$ cat src/design/tcp_pkg.sv
// shared constants and codes for the tlv command parser
// no dependencies; used by every module of the block
package tcp_pkg;

  localparam int MAX_PACKET_DEF = 16384;
  localparam int QUEUE_DEPTH    = 4;

  localparam int BYTE_W   = 8;
  localparam int PLEN_W   = 15;
  localparam int TYPE_W   = 8;
  localparam int LEN_W    = 32;
  localparam int VAL_W    = 64;
  localparam int STAT_W   = 2;
  localparam int COUNT_W  = 64;
  localparam int IN_DW    = 24;
  localparam int OUT_DW   = 176;

  localparam logic REC_OPTION = 1'b0;
  localparam logic REC_END    = 1'b1;

  localparam logic [STAT_W-1:0] ST_MARKER  = 2'd0;
  localparam logic [STAT_W-1:0] ST_RANOUT  = 2'd1;
  localparam logic [STAT_W-1:0] ST_BADLEN  = 2'd2;
  localparam logic [STAT_W-1:0] ST_IGNORED = 2'd3;

  localparam logic [BYTE_W-1:0] LONG_LEN_FLAG = 8'h80;
  localparam logic [BYTE_W-1:0] LONG_LEN_MASK = 8'h7f;

endpackage

$ cat src/design/tcp_front.sv
// front end: takes the input word apart and normalises the packet length
// depends on tcp_pkg; feeds the queue in front of tcp_back
module tcp_front #(
  parameter int MAX_PACKET = tcp_pkg::MAX_PACKET_DEF,
  parameter int PLW        = $clog2(MAX_PACKET)
) (
  input  logic [tcp_pkg::IN_DW-1:0]      in_word,
  input  logic                           in_first,
  output logic [tcp_pkg::BYTE_W+PLW:0]   item
);
  import tcp_pkg::*;

  logic [BYTE_W-1:0] data_byte;
  logic [PLEN_W-1:0] pkt_len;
  logic [16:0]       len_sat;
  logic [PLW-1:0]    plen_m1;

  assign data_byte = in_word[BYTE_W-1:0];
  assign pkt_len   = in_word[BYTE_W+PLEN_W-1:BYTE_W];

  // zero length counts as one byte, oversize saturates
  always_comb begin
    len_sat = 17'(pkt_len);
    if (len_sat == 17'd0) begin
      len_sat = 17'd1;
    end
    if (len_sat > 17'(MAX_PACKET)) begin
      len_sat = 17'(MAX_PACKET);
    end
    plen_m1 = PLW'(len_sat - 17'd1);
  end

  assign item = {in_first, plen_m1, data_byte};

endmodule

$ cat src/design/tcp_queue.sv
// short word queue between the front end and the parser back end
// depends on tcp_pkg for its default depth
module tcp_queue #(
  parameter int WIDTH = 8,
  parameter int DEPTH = tcp_pkg::QUEUE_DEPTH
) (
  input  logic             clk,
  input  logic             rst_n,
  input  logic             push,
  input  logic [WIDTH-1:0] push_data,
  output logic             full,
  input  logic             pop,
  output logic             not_empty,
  output logic [WIDTH-1:0] pop_data
);
  localparam int PW = (DEPTH > 1) ? $clog2(DEPTH) : 1;
  localparam int CW = $clog2(DEPTH + 1);

  logic [WIDTH-1:0] slot_r [DEPTH];
  logic [PW-1:0]    wr_ptr_r, wr_ptr_nxt;
  logic [PW-1:0]    rd_ptr_r, rd_ptr_nxt;
  logic [CW-1:0]    count_r, count_nxt;

  assign full      = (count_r == CW'(DEPTH));
  assign not_empty = (count_r != '0);
  assign pop_data  = slot_r[rd_ptr_r];

  always_comb begin
    wr_ptr_nxt = wr_ptr_r;
    rd_ptr_nxt = rd_ptr_r;
    count_nxt  = count_r;
    if (push) begin
      wr_ptr_nxt = (wr_ptr_r == PW'(DEPTH - 1)) ? '0 : wr_ptr_r + PW'(1);
    end
    if (pop) begin
      rd_ptr_nxt = (rd_ptr_r == PW'(DEPTH - 1)) ? '0 : rd_ptr_r + PW'(1);
    end
    if (push && !pop) begin
      count_nxt = count_r + CW'(1);
    end else if (pop && !push) begin
      count_nxt = count_r - CW'(1);
    end
  end

  always_ff @(posedge clk) begin
    if (!rst_n) begin
      wr_ptr_r <= '0;
      rd_ptr_r <= '0;
      count_r  <= '0;
    end else begin
      wr_ptr_r <= wr_ptr_nxt;
      rd_ptr_r <= rd_ptr_nxt;
      count_r  <= count_nxt;
    end
  end

  always_ff @(posedge clk) begin
    if (push) begin
      slot_r[wr_ptr_r] <= push_data;
    end
  end

endmodule

$ cat src/design/tcp_back.sv
// back end: option parser state machine and the output record register
// depends on tcp_pkg; takes words from tcp_queue
module tcp_back #(
  parameter int MAX_PACKET = tcp_pkg::MAX_PACKET_DEF,
  parameter int PLW        = $clog2(MAX_PACKET)
) (
  input  logic                          clk,
  input  logic                          rst_n,
  input  logic [tcp_pkg::TYPE_W-1:0]    end_marker,
  input  logic                          q_valid,
  input  logic [tcp_pkg::BYTE_W+PLW:0]  q_item,
  output logic                          q_pop,
  output logic                          out_tvalid,
  input  logic                          out_tready,
  output logic [tcp_pkg::OUT_DW-1:0]    out_tdata,
  output logic                          out_tuser
);
  import tcp_pkg::*;

  typedef enum logic [2:0] {
    PH_IDLE, PH_TYPE, PH_LEN, PH_LENEXT, PH_VALUE, PH_DONE
  } phase_t;

  phase_t             phase_r, phase_nxt;
  logic [PLW-1:0]     pos_r, pos_nxt;
  logic [PLW-1:0]     plen_r, plen_nxt;
  logic [TYPE_W-1:0]  type_r, type_nxt;
  logic [6:0]         lbl_r, lbl_nxt;
  logic [LEN_W-1:0]   clen_r, clen_nxt;
  logic [LEN_W-1:0]   vbl_r, vbl_nxt;
  logic [VAL_W-1:0]   acc_r, acc_nxt;
  logic [STAT_W-1:0]  stop_r, stop_nxt;
  logic [COUNT_W-1:0] cnt_r, cnt_nxt;

  logic               out_valid_r, out_valid_nxt;
  logic               o_kind_r;
  logic [TYPE_W-1:0]  o_type_r;
  logic [LEN_W-1:0]   o_len_r;
  logic [VAL_W-1:0]   o_val_r;
  logic [STAT_W-1:0]  o_stat_r;
  logic [COUNT_W-1:0] o_cnt_r;

  logic [BYTE_W-1:0]  q_byte;
  logic [PLW-1:0]     q_plen;
  logic               q_first;

  logic               emit, fin, hd, active;
  logic [LEN_W-1:0]   hlen;
  logic [PLW-1:0]     pos_c;
  logic [LEN_W:0]     hd_sum;
  logic [STAT_W-1:0]  fin_stat;

  assign q_byte  = q_item[BYTE_W-1:0];
  assign q_plen  = q_item[BYTE_W+PLW-1:BYTE_W];
  assign q_first = q_item[BYTE_W+PLW];

  assign q_pop = q_valid && (!out_valid_r || out_tready);

  always_comb begin
    phase_nxt = phase_r;
    pos_nxt   = pos_r;
    plen_nxt  = plen_r;
    type_nxt  = type_r;
    lbl_nxt   = lbl_r;
    clen_nxt  = clen_r;
    vbl_nxt   = vbl_r;
    acc_nxt   = acc_r;
    stop_nxt  = stop_r;
    cnt_nxt   = cnt_r;
    emit      = 1'b0;
    fin       = 1'b0;
    hd        = 1'b0;
    hlen      = '0;
    pos_c     = pos_r;
    hd_sum    = '0;
    fin_stat  = ST_BADLEN;
    active    = 1'b0;
    if (q_pop) begin
      if (q_first) begin
        active   = 1'b1;
        plen_nxt = q_plen;
        pos_nxt  = '0;
        pos_c    = '0;
        if (q_byte == '0) begin
          stop_nxt  = ST_IGNORED;
          phase_nxt = PH_DONE;
        end else begin
          cnt_nxt   = cnt_r + COUNT_W'(1);
          phase_nxt = PH_TYPE;
        end
      end else if (phase_r != PH_IDLE) begin
        active  = 1'b1;
        pos_c   = pos_r + PLW'(1);
        pos_nxt = pos_c;
        case (phase_r)
          PH_TYPE: begin
            if (q_byte == end_marker) begin
              stop_nxt  = ST_MARKER;
              phase_nxt = PH_DONE;
            end else begin
              type_nxt  = q_byte;
              phase_nxt = PH_LEN;
            end
          end
          PH_LEN: begin
            if ((q_byte & LONG_LEN_FLAG) != '0) begin
              lbl_nxt  = 7'(q_byte & LONG_LEN_MASK);
              clen_nxt = '0;
              if (lbl_nxt == '0) begin
                hd = 1'b1;
              end else begin
                phase_nxt = PH_LENEXT;
              end
            end else begin
              clen_nxt = LEN_W'(q_byte);
              hd       = 1'b1;
            end
          end
          PH_LENEXT: begin
            clen_nxt = {clen_r[LEN_W-BYTE_W-1:0], q_byte};
            lbl_nxt  = lbl_r - 7'd1;
            if (lbl_nxt == '0) begin
              hd = 1'b1;
            end
          end
          PH_VALUE: begin
            acc_nxt = {acc_r[VAL_W-BYTE_W-1:0], q_byte};
            vbl_nxt = vbl_r - LEN_W'(1);
            if (vbl_nxt == '0) begin
              phase_nxt = PH_TYPE;
              emit      = 1'b1;
            end
          end
          default: begin
          end
        endcase
      end
      // option header complete: check that the value ends before the payload end
      if (hd) begin
        hlen   = clen_nxt;
        hd_sum = (LEN_W+1)'(pos_c) + (LEN_W+1)'(hlen);
        if (hd_sum >= (LEN_W+1)'(plen_nxt)) begin
          stop_nxt  = ST_BADLEN;
          phase_nxt = PH_DONE;
        end else if (hlen == '0) begin
          acc_nxt   = '0;
          phase_nxt = PH_TYPE;
          emit      = 1'b1;
        end else begin
          vbl_nxt   = hlen;
          acc_nxt   = '0;
          phase_nxt = PH_VALUE;
        end
      end
      if (active && (pos_c >= plen_nxt)) begin
        fin = 1'b1;
        if (phase_nxt == PH_DONE) begin
          fin_stat = stop_nxt;
        end else if (phase_nxt == PH_TYPE) begin
          fin_stat = ST_RANOUT;
        end else begin
          fin_stat = ST_BADLEN;
        end
        phase_nxt = PH_IDLE;
      end
    end
    if (q_pop && (fin || emit)) begin
      out_valid_nxt = 1'b1;
    end else if (out_tready) begin
      out_valid_nxt = 1'b0;
    end else begin
      out_valid_nxt = out_valid_r;
    end
  end

  always_ff @(posedge clk) begin
    if (!rst_n) begin
      phase_r     <= PH_IDLE;
      pos_r       <= '0;
      plen_r      <= '0;
      type_r      <= '0;
      lbl_r       <= '0;
      clen_r      <= '0;
      vbl_r       <= '0;
      acc_r       <= '0;
      stop_r      <= ST_MARKER;
      cnt_r       <= '0;
      out_valid_r <= 1'b0;
      o_kind_r    <= REC_OPTION;
      o_type_r    <= '0;
      o_len_r     <= '0;
      o_val_r     <= '0;
      o_stat_r    <= ST_MARKER;
      o_cnt_r     <= '0;
    end else begin
      phase_r     <= phase_nxt;
      pos_r       <= pos_nxt;
      plen_r      <= plen_nxt;
      type_r      <= type_nxt;
      lbl_r       <= lbl_nxt;
      clen_r      <= clen_nxt;
      vbl_r       <= vbl_nxt;
      acc_r       <= acc_nxt;
      stop_r      <= stop_nxt;
      cnt_r       <= cnt_nxt;
      out_valid_r <= out_valid_nxt;
      if (q_pop && fin) begin
        o_kind_r <= REC_END;
        o_type_r <= '0;
        o_len_r  <= '0;
        o_val_r  <= '0;
        o_stat_r <= fin_stat;
        o_cnt_r  <= cnt_nxt;
      end else if (q_pop && emit) begin
        o_kind_r <= REC_OPTION;
        o_type_r <= type_nxt;
        o_len_r  <= clen_nxt;
        o_val_r  <= acc_nxt;
        o_stat_r <= ST_MARKER;
        o_cnt_r  <= cnt_nxt;
      end
    end
  end

  assign out_tvalid = out_valid_r;
  assign out_tuser  = o_kind_r;
  assign out_tdata  = {6'd0, o_cnt_r, o_stat_r, o_val_r, o_len_r, o_type_r};

endmodule

$ cat src/design/tlv_command_parser.sv
// top level of the tlv command parser: end marker register, front end, queue, back end
// depends on tcp_pkg, tcp_front, tcp_queue and tcp_back
//
// usage:
//   in_*  : one packet byte per word; in_tuser marks the first byte of a packet,
//           whose word also carries the packet length in bytes
//   out_* : one record per word; out_tuser is 0 for an option record,
//           1 for the end record that the last byte of a packet yields
//   cfg_* : writes the end marker type code; cfg_ready is always high,
//           write only while no packet is in flight
// throughput: one byte per cycle sustained; the parser back end pops the queue
//   head whenever the output register is empty or being read, so a record taken
//   straight from the output register never holds it up
// path: an accepted byte is written to a queue slot; the queue head is parsed and
//   the record that it completes is registered in the output register
// stall: while out_tready is low the output register holds its record and
//   up to four bytes gather in the queue before in_tready falls
// reset: command count cleared, parser idle, end marker code 0, queue empty;
//   bytes arriving outside a packet are dropped without a record
module tlv_command_parser #(
  parameter int MAX_PACKET = tcp_pkg::MAX_PACKET_DEF
) (
  input  logic                         clk,
  input  logic                         rst_n,
  input  logic                         in_tvalid,
  output logic                         in_tready,
  input  logic [tcp_pkg::IN_DW-1:0]    in_tdata,   // data_byte[7:0], packet_length[22:8]
  input  logic                         in_tuser,   // first_byte
  output logic                         out_tvalid,
  input  logic                         out_tready,
  output logic [tcp_pkg::OUT_DW-1:0]   out_tdata,  // option_type[7:0], option_length[39:8],
                                                   // option_value[103:40], end_status[105:104],
                                                   // command_count[169:106]
  output logic                         out_tuser,  // record_kind
  input  logic                         cfg_valid,
  output logic                         cfg_ready,
  input  logic [tcp_pkg::TYPE_W-1:0]   cfg_data    // end_marker_code
);
  import tcp_pkg::*;

  localparam int PLW = $clog2(MAX_PACKET);
  localparam int QW  = BYTE_W + PLW + 1;

  logic [TYPE_W-1:0] end_marker_r;
  logic [QW-1:0]     front_item;
  logic [QW-1:0]     q_item;
  logic              q_full;
  logic              q_valid;
  logic              q_pop;

  assign cfg_ready = 1'b1;

  always_ff @(posedge clk) begin
    if (!rst_n) begin
      end_marker_r <= '0;
    end else if (cfg_valid) begin
      end_marker_r <= cfg_data;
    end
  end

  assign in_tready = !q_full;

  tcp_front #(
    .MAX_PACKET (MAX_PACKET),
    .PLW        (PLW)
  ) u_front (
    .in_word  (in_tdata),
    .in_first (in_tuser),
    .item     (front_item)
  );

  tcp_queue #(
    .WIDTH (QW),
    .DEPTH (QUEUE_DEPTH)
  ) u_queue (
    .clk       (clk),
    .rst_n     (rst_n),
    .push      (in_tvalid && !q_full),
    .push_data (front_item),
    .full      (q_full),
    .pop       (q_pop),
    .not_empty (q_valid),
    .pop_data  (q_item)
  );

  tcp_back #(
    .MAX_PACKET (MAX_PACKET),
    .PLW        (PLW)
  ) u_back (
    .clk        (clk),
    .rst_n      (rst_n),
    .end_marker (end_marker_r),
    .q_valid    (q_valid),
    .q_item     (q_item),
    .q_pop      (q_pop),
    .out_tvalid (out_tvalid),
    .out_tready (out_tready),
    .out_tdata  (out_tdata),
    .out_tuser  (out_tuser)
  );

endmodule

$ cat config.mk
export PLATFORM = sky130hd
export DESIGN_NAME = tlv_command_parser
export DESIGN_NICKNAME = d
export VERILOG_FILES = /design/src/design/tcp_pkg.sv /design/src/design/tcp_front.sv /design/src/design/tcp_queue.sv /design/src/design/tcp_back.sv /design/src/design/tlv_command_parser.sv
export SDC_FILE = /design/constraint.sdc
export NUM_CORES = 1
export LEC_CHECK = 0
export BUFFER_PORTS_ARGS = -buffer_cell sky130_fd_sc_hd__buf_2
export CAP_MARGIN = 25
export CORE_MARGIN = 4
export CORE_UTILIZATION = 38
export DETAILED_ROUTE_END_ITERATION = 7
export GPL_ROUTABILITY_DRIVEN = 0
export GPL_TIMING_DRIVEN = 1
export PLACE_DENSITY = 0.55
export RECOVER_POWER = 100
export SYNTH_ARGS = -nofsm -noshare
export SYNTH_HDL_FRONTEND = slang
export SYNTH_HIERARCHICAL = 1
export SYNTH_SLANG_ARGS = --single-unit
$ cat constraint.sdc
create_clock -name clk -period 9.5 [get_ports clk]
set_clock_uncertainty 0.2 [all_clocks]
set_input_delay 1.9 -clock clk [delete_from_list [all_inputs] [get_ports clk]]
set_output_delay 1.9 -clock clk [all_outputs]
set_load 0.05 [all_outputs]
Word-level counts from Yosys, hierarchy flattened
Memories as Yosys holds them, arrays and structs flattened. A register that Yosys moved wholly into a read port is not among the register bits.
Index checks and enable logic that the tools add are counted.
- register bits: 427
- memory bits (writable): 92
- bits of input ports: 38
- memories: 1
- add/sub/neg operators: 10
- order comparisons: 3
- eq/ne operators: 11
- muxes and demuxes: 95
- bitwise gates (word level): 2
- reduce and logical (&&, ||, !) cells: 28
- memory list (memory ; depth ; bits a word ; rd ports ; clocked after memory_dff ; wr ports ; line ; RTL):
    u_queue.slot_r ; 4 ; 23 ; 1 ; 1 ; 1 ; tcp_queue.sv:19 ; logic [WIDTH-1:0] slot_r [DEPTH];
- operators by type and width (cell ; number):
    64-bit 2-to-1 mux ; 11
    32-bit 2-to-1 mux ; 10
    14-bit 2-to-1 mux ; 6
    64-bit by 1-bit adder with 64-bit output, second input constant ; 1
    32-bit zero test ; 2
    32-bit one-hot mux with 2 select lines ; 1
    3-bit 2-to-1 mux ; 14
    8-bit 2-to-1 mux ; 5
    2-bit 2-to-1 mux ; 17
    14-bit by 32-bit adder with 33-bit output ; 1
    33-bit by 14-bit >= comparator with 1-bit output ; 1
    32-bit by 1-bit subtractor with 32-bit output, second input constant ; 1
    1-bit 2-to-1 mux ; 25
    15-bit > comparator, second input constant ; 1
    15-bit zero test ; 1
    15-bit 2-to-1 mux ; 1
    14-bit by 1-bit adder with 14-bit output, second input constant ; 1
    14-bit >= comparator ; 1
    7-bit zero test ; 2
    7-bit 2-to-1 mux ; 2
    7-bit one-hot mux with 2 select lines ; 1
    14-bit by 1-bit subtractor with 14-bit output, second input constant ; 1
    3-bit equality test, second input constant ; 3
    3-bit one-hot mux with 3 select lines ; 1
    other kinds (19) ; 39

Logic depth before layout (Yosys ltp)
Gate-level depths: netlist of the first run.
- word-level depth: 16
- depth in mapped cells: 33
- depth with buffers taken out: 24

Modules after synthesis
The synthesis of the first run kept the hierarchy.
- modules (own cells, without submodules) (module ; instances ; cells each ; area each (um^2) ; seq. area each (um^2)):
    tcp_back ; 1 ; 2424 ; 20205.6 ; 8247.9
    tcp_queue ; 1 ; 164 ; 3812.4 ; 2942.8
    tcp_front ; 1 ; 66 ; 439.2 ; 0.0
    tlv_command_parser ; 1 ; 29 ; 322.8 ; 160.2

Worst setup path after synthesis of the first run
No wires, ideal clock.
- kind: register -> register
- from: register (tool-made name)
- to: register u_back.vbl_r[13]
- arrival: 7351 ps
- data required time: 9230 ps
- slack: 1878 ps
- cell stages (with the launch flop): 33
- buffers on the path: 8
- period minus slack after synthesis: 7622 ps
- path through: dfxtp_1 > buf_6 > buf_12 > mux4_2 > nor3b_1 > buf_2 > buf_2 > buf_2 > clkbuf_1 > clkbuf_1 > nand3_1 > nand2_1 > ha_1 > inv_1 > fa_1 > nor2b_1 > o211ai_1 > a31oi_1 > o21ai_0 > nand2b_1 > a21oi_1 > xnor2_1 > ha_1 > and4_1 > a221o_1 > a2111oi_0 > o2111ai_1 > or4_4 > or3_1 > and4b_2 > buf_6 > mux2_2 > a21oi_1
- RTL lines (item ; line ; RTL):
    end signal, assigned ; tcp_back.sv:202 ; vbl_r <= vbl_nxt;
    end, declared ; tcp_back.sv:30 ; logic [LEN_W-1:0] vbl_r, vbl_nxt;

Worst setup path in the final report of the first run
- from: input out_tready
- to: register u_back.acc_r[20]
- longest elaborated chain between the ends: 3
- RTL lines (item ; line ; RTL):
    start, declared ; tlv_command_parser.sv:30 ; input logic out_tready,
    1-bit logical OR ; tcp_back.sv:57 ; assign q_pop = q_valid && (!out_valid_r || out_tready);
    1-bit logical AND ; tcp_back.sv:57 ;
    via q_pop ; tlv_command_parser.sv:49 ; logic q_pop;
    64-bit 2-to-1 mux ; tcp_back.sv:78 ; if (q_pop) begin
    end signal, assigned ; tcp_back.sv:203 ; acc_r <= acc_nxt;
    end, declared ; tcp_back.sv:31 ; logic [VAL_W-1:0] acc_r, acc_nxt;
The timed path passes the listed nets, and every way through them passes these cells.
A chain may end at the register's enable or synchronous reset.

==> results of run 1 <==
## final timing paths
check	startpoint	end	slack [ns]	cells after the start
max reg2reg	flop	u_back/o_cnt_r[50]	1.22	24
min reg2reg	u_back/o_val_r[48]	u_back/o_val_r[48]	0.25	2
min	u_back/o_val_r[48]	u_back/o_val_r[48]	0.25	2
max	out_tready	u_back/acc_r[20]	1.03	9
## cells in the final DEF (no fill, tap or decap), drive strengths merged, types with 15 or more instances in the layout
| cell type | n |
|---|---|
| clkbuf | 271 |
| mux4 | 23 |
| a21oi | 184 |
| buf | 48 |
| nor2b | 22 |
| or3 | 29 |
| nor4 | 31 |
| and2 | 26 |
| nand4 | 38 |
| xor2 | 70 |
| a211o | 65 |
| clkinv | 16 |
| or4 | 16 |
| nand2 | 367 |
| ha | 55 |
| o22a | 54 |
| nor2 | 254 |
| inv | 53 |
| a32o | 64 |
| xnor2 | 39 |
| dfxtp | 429 |
| edfxtp | 92 |
| and3 | 38 |
| a211oi | 88 |
| a31oi | 23 |
| nand2b | 19 |
| o21ai | 61 |
| nor3 | 65 |
| and4 | 15 |
| nand3 | 65 |
| mux2i | 51 |
## through the flow
stage	area (um2)	instances	setup slack, ns	utilization (%)
after floorplan	24800	2688	1.878	-
after global placement	26240	3585	1.526	40.71
after detailed placement	26240	3585	1.429	40.71
after CTS	28350	3695	1.413	43.98
after global routing	28060	3696	0.4664	43.53
final	28060	3696	1.029	43.53
## report_power, final
part | switching [uW] | internal, uW
logic | 1060 | 520
clock network | 950 | 1480
registers | 118 | 2390
total | 2130 | 4390
## flip-flops by register name (all words and copies together) (netlist names), 8 cells and up, named ones only
signal           flops
u_back/pos_r        14
u_back/o_type_r      8
u_back/type_r        8
u_queue/slot_r      92
u_back/acc_r        64
u_back/clen_r       32
u_back/o_len_r      32
u_back/vbl_r        32
u_back/o_val_r      64
u_back/cnt_r        64
u_back/o_cnt_r      64
end_marker_r         8
u_back/plen_r       14
## logic make-up (layout without fill, tap and decap cells)
logic type	after synthesis	count (layout)	share of synthesized area, %
DFF	521	521	45.81
and+or+nand+nor	1033	1033	19.90
AOI/OAI and AO/OA	628	628	18.03
adders and majority gates	57	57	2.939
other	2	7	0.03031
xor gates and xnor gates	109	109	3.853
buffers and inverters	249	402	4.792
muxes	84	84	4.650
## worst reg2reg max path, cell delays in order, from the launching register on
cell	delay, ns
dfxtp_1	0.60
mux4_2	0.56
or3b_1	0.41
buf_4	0.27
a21oi_1	0.43
inv_1	0.09
ha_1	0.34
a21oi_1	0.34
o21ai_0	0.27
nand3_1	0.15
nand2_1	0.11
a21o_1	0.20
a21oi_1	0.17
xnor2_1	0.16
ha_1	0.25
and4_1	0.16
a221o_1	0.33
a2111oi_0	0.40
o2111ai_1	0.17
or4_1	0.68
or4_1	0.64
o21ai_4	0.21
buf_4	0.67
nor2_1	0.14
a211oi_1	0.23
## cells in the mapped netlist, types with 54 or more instances
| cell | n |
|---|---|
| dfxtp_1 | 429 |
| nand2_1 | 367 |
| nor2_1 | 253 |
| a21oi_1 | 184 |
| clkbuf_1 | 122 |
| edfxtp_1 | 92 |
| a211oi_1 | 88 |
| xor2_1 | 70 |
| a211o_1 | 65 |
| nand3_1 | 65 |
| a32o_1 | 64 |
| nor3_1 | 64 |
| o21ai_0 | 56 |
| ha_1 | 55 |
| o22a_1 | 54 |
## area by class of cell
cell class	count	area share, %
clock buffer	77	5.930
clock inverter	33	1.587
inverter	50	0.6911
multi-input combinational	1918	43.78
sequential	521	40.45
tap	855	3.812
timing repair buffer	242	3.754
## metal layers
layer,global-route usage [%],vias up
li1,-,9978
met1,26.79,9988
met4,4.737,0
met3,3.355,108
met2,30.56,537
met5,0,-
==> summary.txt, run 1 <==
Status
  • Status: complete, but fails checks
  • Violations in the final reports: max-capacitance violations, max-slew violations

Finish
  • Final nets: 2,887
  • Antenna fix cells: 0
  • Register area: ~0.011 mm2
  • Multi-input logic area: ~0.012 mm2
  • Area grow syn2layout: 13.25%
  • # fillers: about 6,400
  • Share of post-route cells with drive strength above 1: approximately 7.4%

Timing
  • Min cycle time layout: around 8.5 ns
  • Slew Viols, Final: 250
  • Final setup viols: 0
  • Measured slew at the worst slew-check pin: approximately 3.0 ns
  • RSZ-0062 raised after global routing: false
  • Total negative slack: 0 ns
  • Post-route clock period utilization: between 80 and 90%
  • Final Hold Vio Count: 0
  • Max Freq: approximately 120 MHz
  • Worst rel slew slack: -98.05%
  • Final hold slack: between 0.2 and 0.25 ns

Global routing
  • Grt total ovfl: 0
  • Global Route Usage Sum: about a fifth
  • Initial antenna violation count: 0
  • Largest net degree at the start of global routing: between 100 and 150
  • Vias in the first global route: 19,600
  • Global-route wire length before repair: approximately 110,000 um

Worst setup path
  • Cell Chain, Critical Path: buf_2, nand2b_1, nand2_2, clkbuf_1, clkinv_2, clkbuf_1, o21ai_4, buf_4, a32o_1
  • Worst Path Max Fanout: 59
  • Crit-path slowest cell: clkbuf_1
  • CP required: 9.85 ns
  • Crit Path Class: in -> reg
  • Worst path max stage delay: 1.97 ns
  • Buf/Inv on CP: 5
  • CP delay by family, top: buffers and inverters
  • Crit path arrival time: roughly 8.8 ns
  • Crit end category: flop
  • Most used cell, CP: clkbuf_1
  • Crit path launch type: input port

Die
  • Row count: 93
  • Die width: 263.4 um
  • Core footprint: 0.06446 mm2
  • Initial Utilization: about two fifths
  • I/O pin count: ~220
  • Die area: between 0.06 and 0.07 mm2
  • Die Y: roughly 260 um

Clock tree
  • Max clock buf depth: 3
  • Postcts setup bufs: 0
  • Cts bufs inserted: 59
  • CTS H-tree lvls: 2
  • Clock transition at path regs: approximately 0.06 ns
  • CTS tree: yes
  • Post-CTS Resized: 0
  • Post-CTS Hold Fix Bufs: 0
  • Clock Sinks: 521
  • Root Driver: clkbuf_16
  • Clock Latency Late Sink: 0.63 ns

Power and ir drop
  • PnR Total Power: ~6500 uW
  • Power per Cell Area: roughly 230 mW/mm2
  • Pleak: about 0.010 uW
  • Max rail drop VDD: around 0.00016 V

Detailed routing
  • Met3 wire length: 3716 um
  • DRT iter0 DRCs: ~1,500
  • Average routed wire per standard cell: between 15 and 20 um
  • Final wirelength: between 60,000 and 70,000 um
  • Routed Antenna Nets: 0
  • Met2 WL: about 32,000 um
  • Routed vias: slightly above 20,000
  • Met1 wire length: 32,600 um
  • Max layer used: met4
  • Vias per cell: roughly 5.6
  • First-pass detailed-route iteration total: 5
  • Drc violations: 0

Job
  • Max_cap viols: 7

Placed design
  • Buffers on Ports: about 210
  • Final HPWL DP: around 46,000 um

Yosys
  • Post-synth EDFFs: slightly above 90
  • Ys async rst share: 0%
  • YS warnings: 6
  • Cells after Synth: ~2,700
  • Mapped cell area: about 0.025 mm2
  • Synth top area cells: dfxtp_1 35%, edfxtp_1 11%, nand2_1 5.6%, nor2_1 3.8%, a21oi_1 3.7%
  • Sequential-to-total area share from yosys stat: between 40% and 50%
  • Distinct cell type count of the synthesized netlist: 85
  • Synth Register Bits: 521
  • Synth area leader: dfxtp_1
  • Ys flop type: dfxtp_1
  • Syn avg cell area: just over 9 um2
  • Post-synth top area share: between 30% and 40%

Min path
  • Worst Hold Class: reg -> reg
No activity file was read; power rests on OpenSTA's default activity.
==> inputs of run 2 (changes only) <==
==> constraint.sdc (replaced) <==
create_clock -name clk -period 9.5 [get_ports clk]
set_clock_uncertainty 0.2 [all_clocks]
set_input_delay 0 -clock clk [delete_from_list [all_inputs] [get_ports clk]]
set_output_delay 0 -clock clk [all_outputs]
set_load 0.05 [all_outputs]
==> summary.txt, run 2 (synthesized netlist as in run 1, its figures left out) <==
Worst setup path
  • Worst R2R Start: u_queue/count_r[1]
  • Worst Reg-to-Reg Cells: 9 (-63%)
  • Flop-to-flop setup slack: 1.06 ns (-0.16 ns)
  • Crit path arrival time: 8.70 ns (-0.12 ns)
  • Worst path max stage delay: 2.52 ns (+0.55 ns)
  • CP delay by family, top: buffers and inverters
  • Crit-path slowest cell: clkinvlp_2
  • FF-to-FF End: u_back/o_val_r[52]
  • Crit Path Class: reg -> reg
  • Cell Chain, Critical Path: or3_1, nand2_2, clkbuf_1, clkinvlp_2, clkbuf_2, o21ai_4, buf_12, a211o_1, a21oi_1
  • CP required: 9.76 ns (-0.09 ns)
  • Crit end category: flop
  • Buf/Inv on CP: 4 (-1)
  • Crit path launch type: flop
  • Worst Path Max Fanout: 132 (+120%)

Timing
  • Final Hold Vio Count: 0 (unchanged)
  • Final setup viols: 0 (unchanged)
  • Total negative slack: 0 ns (unchanged)
  • RSZ-0062 raised after global routing: false
  • Max Freq: 118.4 MHz (+0.33%)
  • Post-route clock period utilization: 88.88% (-0.29 points)
  • Measured slew at the worst slew-check pin: 2.822 ns (-0.1486 ns)
  • Slew Viols, Final: 246 (-1.6%)
  • Min cycle time layout: 8.443 ns (-0.02764 ns)
  • Worst rel slew slack: -88.14% (+9.9 points)

Min path
  • Hold EP: u_back/out_tvalid
  • HP Start: out_tready
  • WHS Path Cells: 4 (+2)
  • Worst Hold Class: in -> reg

Finish
  • Most flops, register: u_queue/slot_r
  • Largest register FFs: 92 (unchanged)
  • Final nets: 2,959 (+2.5%)
  • Most frequent cells in the layout: 429 x dfxtp_1, 366 x nand2_1, 252 x nor2_1
  • Most common cell after layout, fill and taps aside: dfxtp_1
  • Area grow syn2layout: 15.85%
  • Final core area utilization: 44.53% (+1.0 points)
  • # fillers: 6,296 (-1.1%)
  • Share of post-route cells with drive strength above 1: 7.486% (+0.13 points)

Clock tree
  • CTS tree: yes
  • Postcts setup bufs: 0 (unchanged)
  • CTS H-tree lvls: 2 (unchanged)
  • Clock Latency Late Sink: 0.61 ns (-0.02 ns)
  • Max clock buf depth: 3 (unchanged)
  • Clock transition at path regs: 0.06 ns (about the same)
  • Root Driver: clkbuf_16
  • Cts bufs inserted: 58 (-1.7%)
  • Clock Sinks: 521 (unchanged)

Die
  • I/O pin count: 218 (unchanged)
  • Die width: 263.4 um (unchanged)
  • Die area: 0.06936 mm2 (unchanged)
  • Core footprint: 0.06446 mm2 (unchanged)
  • Die Y: 263.4 um (unchanged)
  • Row count: 93 (unchanged)
  • Initial Utilization: 38.44% (unchanged)

Detailed routing
  • Drc violations: 0 (unchanged)
  • Final wirelength: 70,690 um (+1.8%)
  • Routed Antenna Nets: 0 (unchanged)
  • Average routed wire per standard cell: 18.76 um (-0.11%)
  • DRT iter0 DRCs: 1,732 (+14%)
  • Routed vias: 20,950 (+1.6%)
  • First-pass detailed-route iteration total: 5 (unchanged)
  • Vias per cell: 5.559 (-0.32%)

Status
  • Status: complete, but fails checks
  • Violations in the final reports: max-capacitance violations, max-slew violations

Power and ir drop
  • Max rail drop VDD: 0.0001606 V (-2.2%)
  • NetSw: 2129 uW (-0.20%)
  • Combinational group share of total power: 24.9% (+0.6 points)
  • Switching part of the total: 32.91% (+0.22 points)
  • Flop pwr share: 38.7% (+0.3 points)
  • Power per Cell Area: 225.3 mW/mm2 (-3.1%)
  • Clock share of power: 36.3% (-1.0 points)
  • Pleak: 0.01025 uW (+2.9%)
  • P_int: 4339 uW (-1.2%)

Global routing
  • Global Route Usage Sum: 19.38% (+0.34 points)
  • Grt total ovfl: 0 (unchanged)
  • Vias in the first global route: 19,620 (+0.12%)
  • Largest net degree at the start of global routing: 133 (unchanged)
  • Initial antenna violation count: 0 (unchanged)
  • Global-route wire length before repair: 111,200 um (+1.4%)

Placed design
  • Buffers on Ports: 209 (unchanged)
  • Final HPWL DP: 46,260 um (-0.11%)

Job
  • Max_cap viols: 7 (unchanged)
[run 2: cell types whose count changed in the layout (fill, tap and decap cells not counted), sizes merged]
cell	before	now
clkbuf	271	267
dlygate4sd3	0	72
buf	48	55
inv	53	51
bufinv	9	7
diode	0	1
[run 2: routing by layer]
| metal | track usage, % | part of all wire [%] |
|---|---|---|
| met1 | 27.06 | 46 |
| met3 | 3.093 | 5.6 |
| met2 | 31.22 | 46 |
| met4 | 5.569 | 2.5 |
| met5 | 0 | 0 |
[run 2: worst max-delay path by stage]
stage	from	endpoint	slack, ns	cells past startpoint
after floorplan	flop	u_back/vbl_r[13]	1.88	32
after detailed placement	flop	u_back/vbl_r[13]	1.57	23
after CTS	flop	u_back/vbl_r[13]	1.53	23
final	u_queue/count_r[1]	u_back/o_val_r[52]	1.06	9
after global routing	u_queue/count_r[1]	u_back/o_val_r[55]	0.49	9
after global placement	flop	u_back/vbl_r[13]	1.65	23
[run 2: timing repair]
item | in CTS | in global routing
gates resized for setup | 0 | 0
hold buffers | 72 | 0
setup endpoints to repair | 0 | 0
hold endpoints to repair | 151 | 0
[run 2: per-stage QoR]
stage               hold WS [ns]  worst slack, ns  instance area, um2  std cells  total power (uW)
floorplan               -0.07829            1.878               24800       2688              3680
global placement        0.009975            1.650               26250       3586              4103
detailed placement       0.02134            1.574               26250       3586              4134
CTS                       0.1217            1.529               28990       3766              6532
global route              0.1635           0.4924               28710       3767              6799
finish                    0.1805            1.057               28710       3768              6468
[run 2: final cells by class]
cell class                      instances  area, um2  area share (%)
Clock buffer                           79       1650           5.749
Inverter                               50      193.9          0.6755
Sequential cell                       521      11350           39.54
Antenna cell                            1      2.502        0.008716
Clock inverter                         29      366.6           1.277
Multi-Input combinational cell       1918      12290           42.80
Tap cell                              855       1070           3.726
Timing Repair Buffer                  315       1788           6.228
[run 2: power by group through the flow]
stage | combinational (uW) | clock, uW | sequential [uW]
6_report | 1610 | 2350 | 2500
4_1_cts | 1620 | 2410 | 2500
5_1_grt | 1770 | 2510 | 2520
3_5_place_dp | 1590 | 0 | 2550
2_1_floorplan | 1160 | 0 | 2520
3_3_place_gp | 1560 | 0 | 2540
[run 2: tightest hold or removal path, cell delays in order]
cell,delay [ns]
dlygate4sd3_1,0.56
buf_2,0.11
nand2b_1,0.16
a31oi_1,0.10
